## src/sv/iira_pkg.sv

```systemverilog
// Package for the indexed insert/remove array store.
// Holds operation and status codes, the controller state type and the result struct.
// No dependencies.
package iira_pkg;

    typedef enum logic [2:0] {
        OP_APPEND = 3'd0,
        OP_INSERT = 3'd1,
        OP_REMOVE = 3'd2,
        OP_READ   = 3'd3,
        OP_WRITE  = 3'd4
    } t_op;

    typedef enum logic [1:0] {
        ST_OK    = 2'd0,
        ST_RANGE = 2'd1,
        ST_FULL  = 2'd2
    } t_status;

    typedef enum logic [2:0] {
        S_IDLE,
        S_SHIFT_UP,
        S_PLACE,
        S_SHIFT_DN,
        S_READ_WAIT,
        S_DONE
    } t_state;

    typedef struct packed {
        t_status     status;
        logic [31:0] word_out;
        logic [6:0]  placed_at;
        logic [6:0]  count_out;
    } t_result;

endpackage

```

## src/sv/iira_mem.sv

```systemverilog
// Entry store: simple dual-port synchronous RAM, one write and one read port.
// Read data registered. No dependencies.
module iira_mem #(
    parameter int DEPTH     = 64,
    parameter int WORD_BITS = 32,
    parameter int AW        = 6
) (
    input  logic                 i_clk,
    input  logic                 i_we,
    input  logic [AW-1:0]        i_waddr,
    input  logic [WORD_BITS-1:0] i_wdata,
    input  logic [AW-1:0]        i_raddr,
    output logic [WORD_BITS-1:0] o_rdata
);

    logic [WORD_BITS-1:0] r_mem [DEPTH];
    logic [WORD_BITS-1:0] r_rdata;

    always_ff @(posedge i_clk) begin
        if (i_we) begin
            r_mem[i_waddr] <= i_wdata;
        end
    end

    always_ff @(posedge i_clk) begin
        r_rdata <= r_mem[i_raddr];
    end

    assign o_rdata = r_rdata;

endmodule

```

## src/sv/iira_ctrl.sv

```systemverilog
// Sequencer for the array store: decodes an item, runs the read-modify-write
// shift through the entry RAM and hands one result out. Uses iira_pkg.
module iira_ctrl import iira_pkg::*; #(
    parameter int DEPTH     = 64,
    parameter int WORD_BITS = 32,
    parameter int AW        = 6,
    parameter int CW        = 7
) (
    input  logic                 i_clk,
    input  logic                 i_rst_n,
    input  logic                 i_in_valid,
    output logic                 o_in_ready,
    input  logic [2:0]           i_op,
    input  logic [6:0]           i_position_in,
    input  logic [31:0]          i_word_in,
    output logic                 o_res_valid,
    input  logic                 i_res_ready,
    output t_result              o_res,
    output logic                 o_we,
    output logic [AW-1:0]        o_waddr,
    output logic [WORD_BITS-1:0] o_wdata,
    output logic [AW-1:0]        o_raddr,
    input  logic [WORD_BITS-1:0] i_rdata
);

    localparam int LW = (CW > 7) ? CW : 7;

    t_state               r_state, n_state;
    logic [CW-1:0]        r_count, n_count;
    logic [CW-1:0]        r_idx, n_idx;
    logic [CW-1:0]        r_pos, n_pos;
    logic [WORD_BITS-1:0] r_word, n_word;
    t_status              r_status, n_status;
    logic [31:0]          r_rword, n_rword;
    logic [6:0]           r_placed, n_placed;

    logic [LW-1:0]        pos_ext, cnt_ext;
    logic [CW-1:0]        raddr_full, waddr_full;
    logic                 accept;
    logic                 full;

    assign pos_ext = LW'(i_position_in);
    assign cnt_ext = LW'(r_count);
    assign full    = (r_count >= CW'(DEPTH));
    assign accept  = i_in_valid && (r_state == S_IDLE);

    always_ff @(posedge i_clk) begin
        if (!i_rst_n) begin
            r_state <= S_IDLE;
            r_count <= '0;
        end else begin
            r_state <= n_state;
            r_count <= n_count;
        end
    end

    always_ff @(posedge i_clk) begin
        r_idx    <= n_idx;
        r_pos    <= n_pos;
        r_word   <= n_word;
        r_status <= n_status;
        r_rword  <= n_rword;
        r_placed <= n_placed;
    end

    always_comb begin
        n_state    = r_state;
        n_count    = r_count;
        n_idx      = r_idx;
        n_pos      = r_pos;
        n_word     = r_word;
        n_status   = r_status;
        n_rword    = r_rword;
        n_placed   = r_placed;
        o_we       = 1'b0;
        waddr_full = '0;
        o_wdata    = r_word;
        raddr_full = '0;
        o_in_ready = (r_state == S_IDLE);
        o_res_valid = 1'b0;

        unique case (r_state)
            S_IDLE: begin
                if (accept) begin
                    n_status = ST_OK;
                    n_rword  = '0;
                    n_placed = '0;
                    n_word   = WORD_BITS'(i_word_in);
                    n_pos    = CW'(pos_ext);
                    n_state  = S_DONE;
                    case (t_op'(i_op))
                        OP_APPEND: begin
                            if (full) begin
                                n_status = ST_FULL;
                            end else begin
                                o_we       = 1'b1;
                                waddr_full = r_count;
                                o_wdata    = WORD_BITS'(i_word_in);
                                n_placed   = 7'(r_count);
                                n_count    = r_count + CW'(1);
                            end
                        end
                        OP_INSERT: begin
                            if (pos_ext > cnt_ext) begin
                                n_status = ST_RANGE;
                            end else if (full) begin
                                n_status = ST_FULL;
                            end else if (pos_ext == cnt_ext) begin
                                o_we       = 1'b1;
                                waddr_full = r_count;
                                o_wdata    = WORD_BITS'(i_word_in);
                                n_placed   = 7'(r_count);
                                n_count    = r_count + CW'(1);
                            end else begin
                                // open the gap from the top down
                                raddr_full = r_count - CW'(1);
                                n_idx      = r_count;
                                n_placed   = i_position_in;
                                n_state    = S_SHIFT_UP;
                            end
                        end
                        OP_REMOVE: begin
                            if (pos_ext >= cnt_ext) begin
                                n_status = ST_RANGE;
                            end else if (pos_ext == cnt_ext - LW'(1)) begin
                                n_count = r_count - CW'(1);
                            end else begin
                                raddr_full = CW'(pos_ext) + CW'(1);
                                n_idx      = CW'(pos_ext);
                                n_state    = S_SHIFT_DN;
                            end
                        end
                        OP_READ: begin
                            if (pos_ext >= cnt_ext) begin
                                n_status = ST_RANGE;
                            end else begin
                                raddr_full = CW'(pos_ext);
                                n_state    = S_READ_WAIT;
                            end
                        end
                        OP_WRITE: begin
                            if (pos_ext >= cnt_ext) begin
                                n_status = ST_RANGE;
                            end else begin
                                o_we       = 1'b1;
                                waddr_full = CW'(pos_ext);
                                o_wdata    = WORD_BITS'(i_word_in);
                            end
                        end
                        default: begin
                        end
                    endcase
                end
            end
            S_SHIFT_UP: begin
                // rdata holds entry r_idx-1
                o_we       = 1'b1;
                waddr_full = r_idx;
                o_wdata    = i_rdata;
                if (r_idx == r_pos + CW'(1)) begin
                    n_state = S_PLACE;
                end else begin
                    raddr_full = r_idx - CW'(2);
                    n_idx      = r_idx - CW'(1);
                end
            end
            S_PLACE: begin
                o_we       = 1'b1;
                waddr_full = r_pos;
                o_wdata    = r_word;
                n_count    = r_count + CW'(1);
                n_state    = S_DONE;
            end
            S_SHIFT_DN: begin
                // rdata holds entry r_idx+1
                o_we       = 1'b1;
                waddr_full = r_idx;
                o_wdata    = i_rdata;
                if (r_idx == r_count - CW'(2)) begin
                    n_count = r_count - CW'(1);
                    n_state = S_DONE;
                end else begin
                    raddr_full = r_idx + CW'(2);
                    n_idx      = r_idx + CW'(1);
                end
            end
            S_READ_WAIT: begin
                n_rword = 32'(i_rdata);
                n_state = S_DONE;
            end
            S_DONE: begin
                o_res_valid = 1'b1;
                if (i_res_ready) begin
                    n_state = S_IDLE;
                end
            end
            default: begin
                n_state = S_IDLE;
            end
        endcase
    end

    assign o_waddr = waddr_full[AW-1:0];
    assign o_raddr = raddr_full[AW-1:0];

    assign o_res.status    = r_status;
    assign o_res.word_out  = r_rword;
    assign o_res.placed_at = r_placed;
    assign o_res.count_out = 7'(r_count);

endmodule

```

## src/sv/indexed_insert_remove_array.sv

```systemverilog
// Ordered array store of up to DEPTH words with insert/remove by position.
// Each input item gives exactly one result item. Append, write, insert at
// the end, remove of the last entry and any rejected item go straight from
// the accepting edge to the done state; read passes through a wait state
// for the registered RAM data; insert at position p below the count and
// remove at p below count - 1 step through a shift state (insert then a
// place state), and the shift moves one entry per cycle through the single
// read and single write port of the entry RAM. The worst case is insert at
// position 0 of a store holding DEPTH-1 entries. One item is worked on at a
// time; the sequencer is ready again in the cycle after its result is handed
// on, and it takes the next item while a finished result still sits in the
// output register. No clearing pass after reset: only entries below the
// count are ever read.
// Depends on iira_pkg, iira_ctrl and iira_mem.
module indexed_insert_remove_array import iira_pkg::*; #(
    parameter int DEPTH     = 64,
    parameter int WORD_BITS = 32
) (
    input  logic        i_clk,
    input  logic        i_rst_n,
    // input item channel
    input  logic        i_in_valid,
    output logic        o_in_ready,
    input  logic [2:0]  i_op,
    input  logic [6:0]  i_position_in,
    input  logic [31:0] i_word_in,
    // result item channel
    output logic        o_out_valid,
    input  logic        i_out_ready,
    output logic [1:0]  o_status,
    output logic [31:0] o_word_out,
    output logic [6:0]  o_placed_at,
    output logic [6:0]  o_count_out
);

    // RAM address width; count/index width able to hold DEPTH itself
    localparam int AW = (DEPTH > 1) ? $clog2(DEPTH) : 1;
    localparam int CW = $clog2(DEPTH + 1);

    logic                 we;
    logic [AW-1:0]        waddr, raddr;
    logic [WORD_BITS-1:0] wdata, rdata;

    logic    res_valid, res_ready;
    t_result res;

    logic    r_out_valid;
    t_result r_out;

    iira_ctrl #(
        .DEPTH     (DEPTH),
        .WORD_BITS (WORD_BITS),
        .AW        (AW),
        .CW        (CW)
    ) u_ctrl (
        .i_clk         (i_clk),
        .i_rst_n       (i_rst_n),
        .i_in_valid    (i_in_valid),
        .o_in_ready    (o_in_ready),
        .i_op          (i_op),
        .i_position_in (i_position_in),
        .i_word_in     (i_word_in),
        .o_res_valid   (res_valid),
        .i_res_ready   (res_ready),
        .o_res         (res),
        .o_we          (we),
        .o_waddr       (waddr),
        .o_wdata       (wdata),
        .o_raddr       (raddr),
        .i_rdata       (rdata)
    );

    iira_mem #(
        .DEPTH     (DEPTH),
        .WORD_BITS (WORD_BITS),
        .AW        (AW)
    ) u_mem (
        .i_clk   (i_clk),
        .i_we    (we),
        .i_waddr (waddr),
        .i_wdata (wdata),
        .i_raddr (raddr),
        .o_rdata (rdata)
    );

    // output register: decouples the sequencer from a stalled consumer
    assign res_ready = !r_out_valid || i_out_ready;

    always_ff @(posedge i_clk) begin
        if (!i_rst_n) begin
            r_out_valid <= 1'b0;
        end else if (res_ready) begin
            r_out_valid <= res_valid;
        end
    end

    always_ff @(posedge i_clk) begin
        if (res_ready && res_valid) begin
            r_out <= res;
        end
    end

    assign o_out_valid = r_out_valid;
    assign o_status    = r_out.status;
    assign o_word_out  = r_out.word_out;
    assign o_placed_at = r_out.placed_at;
    assign o_count_out = r_out.count_out;

endmodule

```

## config.mk

```make
export PLATFORM = sky130hd
export DESIGN_NAME = indexed_insert_remove_array
export DESIGN_NICKNAME = d
export VERILOG_FILES = /design/src/sv/iira_pkg.sv /design/src/sv/iira_mem.sv /design/src/sv/iira_ctrl.sv /design/src/sv/indexed_insert_remove_array.sv
export SDC_FILE = /design/constraint.sdc
export NUM_CORES = 2
export LEC_CHECK = 0
export BUFFER_PORTS_ARGS = -buffer_cell sky130_fd_sc_hd__clkbuf_2
export CORE_MARGIN = 1
export CORE_UTILIZATION = 45
export CTS_CLUSTER_SIZE = 10
export DETAILED_ROUTE_END_ITERATION = 8
export SETUP_SLACK_MARGIN = 0.02
export SYNTH_ARGS = -nofsm -noshare
export SYNTH_HDL_FRONTEND = slang
export SYNTH_HIERARCHICAL = 1
export SYNTH_SLANG_ARGS = --single-unit
```

## constraint.sdc

```tcl
create_clock -name i_clk -period 9.9 [get_ports i_clk]
set_input_delay 1.98 -clock i_clk [delete_from_list [all_inputs] [get_ports i_clk]]
set_output_delay 1.98 -clock i_clk [all_outputs]
set_load 0.02 [all_outputs]
```

Word-level counts from Yosys, hierarchy flattened --
Memory sizes are Yosys's and may differ from the RTL's. A register that Yosys moved wholly into a read port is not among the register bits. Cells that the tools add are included.
Cells by class: magnitude comparators 3, muxes and demuxes 79, add/subtract/negate cells 9, reductions and logical operators 18, equal/unequal tests 29
Operators with widths (number):
- 32-bit two-way mux | 7
- 7-bit two-way mux | 20
- 32-bit case mux with 2 select lines | 2
- 32-bit case mux with 3 select lines | 1
- 6-bit two-way mux | 13
- 6-bit case mux with 3 select lines | 4
- 7-bit case mux with 3 select lines | 3
- 7-bit equality test | 4
- 7-bit case mux with 2 select lines | 2
- 3-bit two-way mux | 9
- 7-bit by 1-bit adder with 7-bit output (second input constant) | 3
- 10-bit AND reduction | 2
- 3-bit != test (second input constant) | 6
- 3-bit case mux with 5 select lines | 1
- 7-bit by 1-bit subtractor with 7-bit output (second input constant) | 2
- 3-bit by 2-bit equality test with 1-bit output (second input constant) | 4
- 1-bit two-way mux | 11
- 3-bit equality test (second input constant) | 3
- 3-bit case mux with 3 select lines | 1
- 7-bit >= comparator | 1
- 7-bit >= comparator (second input constant) | 1
- 7-bit > comparator | 1
- 7-bit by 2-bit subtractor with 7-bit output (second input constant) | 1
- 6-bit by 1-bit adder with 6-bit output (second input constant) | 1
- 22 further kinds | 35
Word-level totals: bits of input ports 46, bits in registers 146, logic and storage cells 152, memories kept 1, RAM bits 2048, output and inout bits 50
Memory list:
- u_mem.r_mem | depth 64, width 32, read ports 1, clocked after memory_dff 1, write ports 1, RTL line iira_mem.sv:16 | logic [WORD_BITS-1:0] r_mem [DEPTH];

Longest topological paths before layout --
word-level depth 9, mapped depth 21, depth with buffers taken out 14

By module --
Netlist, hierarchy kept.
By module, submodules not included:
- iira_mem | area an instance 79039.6 um^2, seq. area each 62139.6 um^2, cells each 3511, times used 1
- iira_ctrl | area an instance 6039.5 um^2, seq. area each 2812.7 um^2, cells each 573, times used 1
- indexed_insert_remove_array | area an instance 1498.9 um^2, seq. area each 1461.4 um^2, cells each 53, times used 1

Worst setup path before layout --
Ideal clock, no wire load.
path type in2reg, start point input port i_in_valid, end point memory u_mem.r_mem[28][0] (enable), library setup time 0.421 ns, arrival time 7.460 ns, data required time 9.479 ns, stages on the path 9, buffers on the path 2, setup slack 2.019 ns, path through nand2_1 > nor2_1 > o21ai_0 > o22ai_1 > clkbuf_1 > or3b_2 > or2_2 > clkbuf_1 > nor2_1
On the way: elaborated cells on any way between the ends 7, classes of those cells mux (6); reduce/logical (1)
RTL lines:
- start: declaration | RTL line indexed_insert_remove_array.sv:22 | input logic i_in_valid,
- 1-bit logical AND | RTL line iira_ctrl.sv:45 | assign accept = i_in_valid && (r_state == S_IDLE);
- 6-bit two-way mux | RTL line iira_ctrl.sv:84 | if (accept) begin
- 6-bit case mux with 3 select lines | RTL line iira_ctrl.sv:82 | unique case (r_state)
- via waddr[2] | RTL line indexed_insert_remove_array.sv:41 | logic [AW-1:0] waddr, raddr;
- end: declaration | RTL line iira_mem.sv:16
The timed path passes the listed nets, and every way through them passes these cells.

Worst setup path after layout --
start point input port i_position_in[0], end point register u_mem.r_rdata[24] (netlist: u_mem/o_rdata[24]) (read register of u_mem.r_mem)
On the way: cells in the longest elaborated chain, start to end 7, elaborated cells on any way between the ends 14, classes of those cells add/sub (1); order compare (2); eq/ne (2); mux (9)
RTL lines:
- start: declaration | RTL line indexed_insert_remove_array.sv:25 | input logic [6:0] i_position_in,
- branches (longest 4 deep; another with 6-bit by 1-bit adder with 6-bit output)
- 6-bit case mux with 3 select lines * | RTL line iira_ctrl.sv:91 | case (t_op'(i_op))
- 6-bit two-way mux * | RTL line iira_ctrl.sv:84
- 6-bit case mux with 3 select lines * | RTL line iira_ctrl.sv:82
- via raddr[0] | RTL line indexed_insert_remove_array.sv:41
- end: declaration | RTL line iira_mem.sv:17 | logic [WORD_BITS-1:0] r_rdata;
Mark *: on every way through the listed nets, which the timed path passes. A chain may end at the register's enable or synchronous reset.

==> results.cfg <==
[clock_tree]
postcts_setup_bufs = 0
worst_setup_hold_path_clk_slew_ns = 0.05
ctsLongestPathBuffers = 4
clock_tree.htree_level_count = 5
postCtsResizedCells = 0
cts_tree = done
cts_hold_repair.buffers = 0
cts_made_buffers = 275
clock_latency_ns = 0.91
cts_root_buffer = sky130_fd_sc_hd__clkbuf_16
clock_sinks = 2226

[cells_and_area]
final_layout_size_suffix_gt1_share_pct = 24.7
final.fill_count = 14934
nets = 4481
layoutNonFillerInstCount = 7037
syn2layout_area_growth_pct = 13.6
final_common_cell = sky130_fd_sc_hd__edfxtp_1
layout_common_cells = sky130_fd_sc_hd__edfxtp_1, sky130_fd_sc_hd__mux4_2, sky130_fd_sc_hd__clkbuf_16

[critical_path]
crit_slowest_cell = sky130_fd_sc_hd__nor4b_1
worst-endpoint-arrival_ns = 8.41
cp_data_required_time_ns = 10.68
crit_path_cell_trace = clkbuf_2 -> inv_1 -> ha_1 -> nand2b_1 -> a211o_1 -> a21oi_1 -> nor4b_1 -> a22o_1 -> nand2_1 -> o221ai_4 -> buf_12 -> buf_4 -> mux4_2 -> a22oi_1 -> nand3_1 -> nand2_1 -> a21oi_1
cp_num_buf_inv = 4
worst-path-max-fanout = 65
cpPeakStageDelay_ns = 1.02
crit_family = compound AO/OA/AOI/OAI gates
worstSetupEndpointType = flop
path_class = in -> reg
kind_of_launch_point_of_the_worst_setup_path = input pin

[detailed_routing]
number_of_nets_still_failing_antenna_checks_after_routing = 0
remaining_drc_errors = 0
viasPerCell = 6.32
detail_route.iter0.violations = 6004
via_count = 44484
post_drt_wl_per_cell_um = 34.2
drt-total-wl_mm = 240
detailed_router_iteration_count_before_antenna_repair = 7

[pwr]
vdd_ir_drop_max_mv = 0.255
power.density_nw_per_um2 = 319
total_leakage_power_nw = 30.3
finalPower_mw = 31.4

[yosys]
mappedNetlistNets = 4205
synthDominantAreaCellType = sky130_fd_sc_hd__edfxtp_1
synth_enable_flop_cells = 2183
syn_inst = 4137
synth_cell_type_count = 83
postSynthRegisterBits = 2226
post_synthesis_cell_area_um2 = 86600
ys_seq_area_share_pct = 76.7
yosysWarnings = 6
leading_post_synthesis_cells_by_cell_area = sky130_fd_sc_hd__edfxtp_1, sky130_fd_sc_hd__mux4_2, sky130_fd_sc_hd__mux2i_1
post-synth-top-area-fraction_pct = 75.7
syn-mean-instance-area_um2 = 20.9
ys_async_sr_fraction_pct = 0
primary_ff_master_synth = sky130_fd_sc_hd__edfxtp_1

[placement]
placed_cell_count = 6647
i_o_buffers = 95
hpwl_mm = 142
gp_routability_congestion = 0.891

[sta]
setup_total_negative_slack_ns = 0
unrepaired_setup_endpoints_after_global_routing = false
post-route-period-util_pct = 77.1
finalClockSkew_ns = 0.0526
slew_headroom_pct = 13.4
post-route-min-period_ns = 7.63
max_slew.worst_pin.slew_ns = 1.30
slew_viol_final = 0
finalSetupViolCount = 0
maxClockFrequency_mhz = 131
timing_hold_violations_final = 0

[grt]
vias_in_the_first_global_route = 43948
grt_start_max_net_pins = 89
global_route_wire_length_before_repair_mm = 336
gr-total-overflow = 0
antenna_found_initial = 19
grtUsageMet2_pct = 38.8
global_route.peak_usage_layer = met2
groute.layer.met1.usage_pct = 35.3
grt_use_total_pct = 24.7
grt_util_met3_pct = 4.46

[floorplan]
die_height_um = 441
placeableCoreArea_um2 = 191000
fp-row-count = 160
die_x_um = 441
initial_utilization_pct = 45.4
io_pins = 96
die_area_um2 = 194000

[status]
status = complete, no violations

[run]
maxCapViolations = 0

[min_path]
hp-class = reg -> reg
[kinds of logic (layout without fill, tap and decap cells)]
logic type,after synthesis,count (layout),synth area share (%)
adders and majority gates,22,22,0.327
other,0,6,0
DFF,2226,2226,76.7
buffers and inverters,274,657,1.79
muxes,640,640,13.8
and+or+nand+nor,397,397,2.31
AOI/OAI and AO/OA,532,532,4.51
xor gates and xnor gates,46,46,0.499
[area by class of cell]
type	count	area, um2	area share [%]
multi-input combinational	1637	19300	19.6
antenna	6	15.0	0.0153
inverter	24	90.1	0.0916
sequential	2226	66400	67.6
clock inverter	10	136	0.139
clock buffer	374	7390	7.52
timing repair buffer	249	1860	1.89
tap	2511	3140	3.20
[per-stage QoR]
step | setup slack [ns] | instance area (um2) | utilization, % | hold slack [ns]
5_1_grt | 2.13 | 98300 | 51.6 | 0.425
6_report | 2.27 | 98300 | 51.6 | 0.406
3_5_place_dp | 1.54 | 90800 | 47.6 | 0.405
4_1_cts | 2.49 | 98300 | 51.6 | 0.414
2_1_floorplan | 2.02 | 86600 | - | 0.400
3_3_place_gp | 1.57 | 90800 | 47.6 | 0.402
[flip-flops by register name, indices dropped and copies added (netlist names), 32 cells and up]
name            flops
o_word_out         32
u_mem/o_rdata      32
u_mem/r_mem      2048
u_ctrl/r_rword     32
u_ctrl/r_word      32
[power by group]
part | leakage (nW) | total, mW | switching (mW) | internal [mW]
clock | 3.64 | 8.73 | 3.53 | 5.20
sequential | 20.1 | 12.9 | 0.377 | 12.5
combinational | 6.51 | 9.72 | 6.72 | 3.00
total | 30.3 | 31.4 | 10.6 | 20.7
[metal layers]
metal  routed length [um]  share of wire [%]
met5                  242               0.10
met4                 7230                3.0
met3                21900                9.1
met2               114000                 47
met1                97500                 41
[final timing paths]
path	start	end	slack (ns)	cells past startpoint
max reg2reg	u_ctrl/cnt_ext[4]$_SDFFE_PN0P_	u_mem/o_rdata[24]$_DFF_P_	2.87	16
min reg2reg	u_ctrl/r_rword[31]$_SDFFCE_PN0P_	o_word_out[31]$_DFFE_PP_	0.41	0
min	u_ctrl/r_rword[31]$_SDFFCE_PN0P_	o_word_out[31]$_DFFE_PP_	0.41	0
max	i_position_in[0]	u_mem/o_rdata[24]$_DFF_P_	2.27	17
[Yosys cell counts, types with 6 or more instances]
cell / instances
sky130_fd_sc_hd__edfxtp_1: 2183
sky130_fd_sc_hd__mux4_2: 446
sky130_fd_sc_hd__mux2i_1: 193
sky130_fd_sc_hd__a22oi_1: 134
sky130_fd_sc_hd__nor2_1: 120
sky130_fd_sc_hd__clkbuf_1: 114
sky130_fd_sc_hd__nand3_1: 62
sky130_fd_sc_hd__nand2_1: 59
sky130_fd_sc_hd__a22o_1: 55
sky130_fd_sc_hd__buf_2: 55
sky130_fd_sc_hd__a21oi_1: 47
sky130_fd_sc_hd__o21ai_0: 47
sky130_fd_sc_hd__o22ai_1: 45
sky130_fd_sc_hd__dfxtp_1: 43
sky130_fd_sc_hd__and2_1: 40
sky130_fd_sc_hd__a21o_1: 35
sky130_fd_sc_hd__buf_6: 32
sky130_fd_sc_hd__a211oi_1: 29
sky130_fd_sc_hd__xnor2_1: 29
sky130_fd_sc_hd__buf_4: 28
sky130_fd_sc_hd__inv_1: 24
sky130_fd_sc_hd__a31oi_1: 22
sky130_fd_sc_hd__ha_1: 21
sky130_fd_sc_hd__nor2b_1: 21
sky130_fd_sc_hd__o221ai_1: 18
sky130_fd_sc_hd__nor3_1: 16
sky130_fd_sc_hd__o211ai_1: 16
sky130_fd_sc_hd__xor2_1: 15
sky130_fd_sc_hd__and3_1: 14
sky130_fd_sc_hd__a311o_1: 12
sky130_fd_sc_hd__o22a_1: 12
sky130_fd_sc_hd__buf_1: 11
sky130_fd_sc_hd__nand2b_1: 11
sky130_fd_sc_hd__nand4_1: 11
sky130_fd_sc_hd__a211o_1: 10
sky130_fd_sc_hd__nand3b_1: 7
sky130_fd_sc_hd__or2_2: 7
sky130_fd_sc_hd__a222oi_1: 6
sky130_fd_sc_hd__a311oi_1: 6
Power figures use the tool's default switching activity.
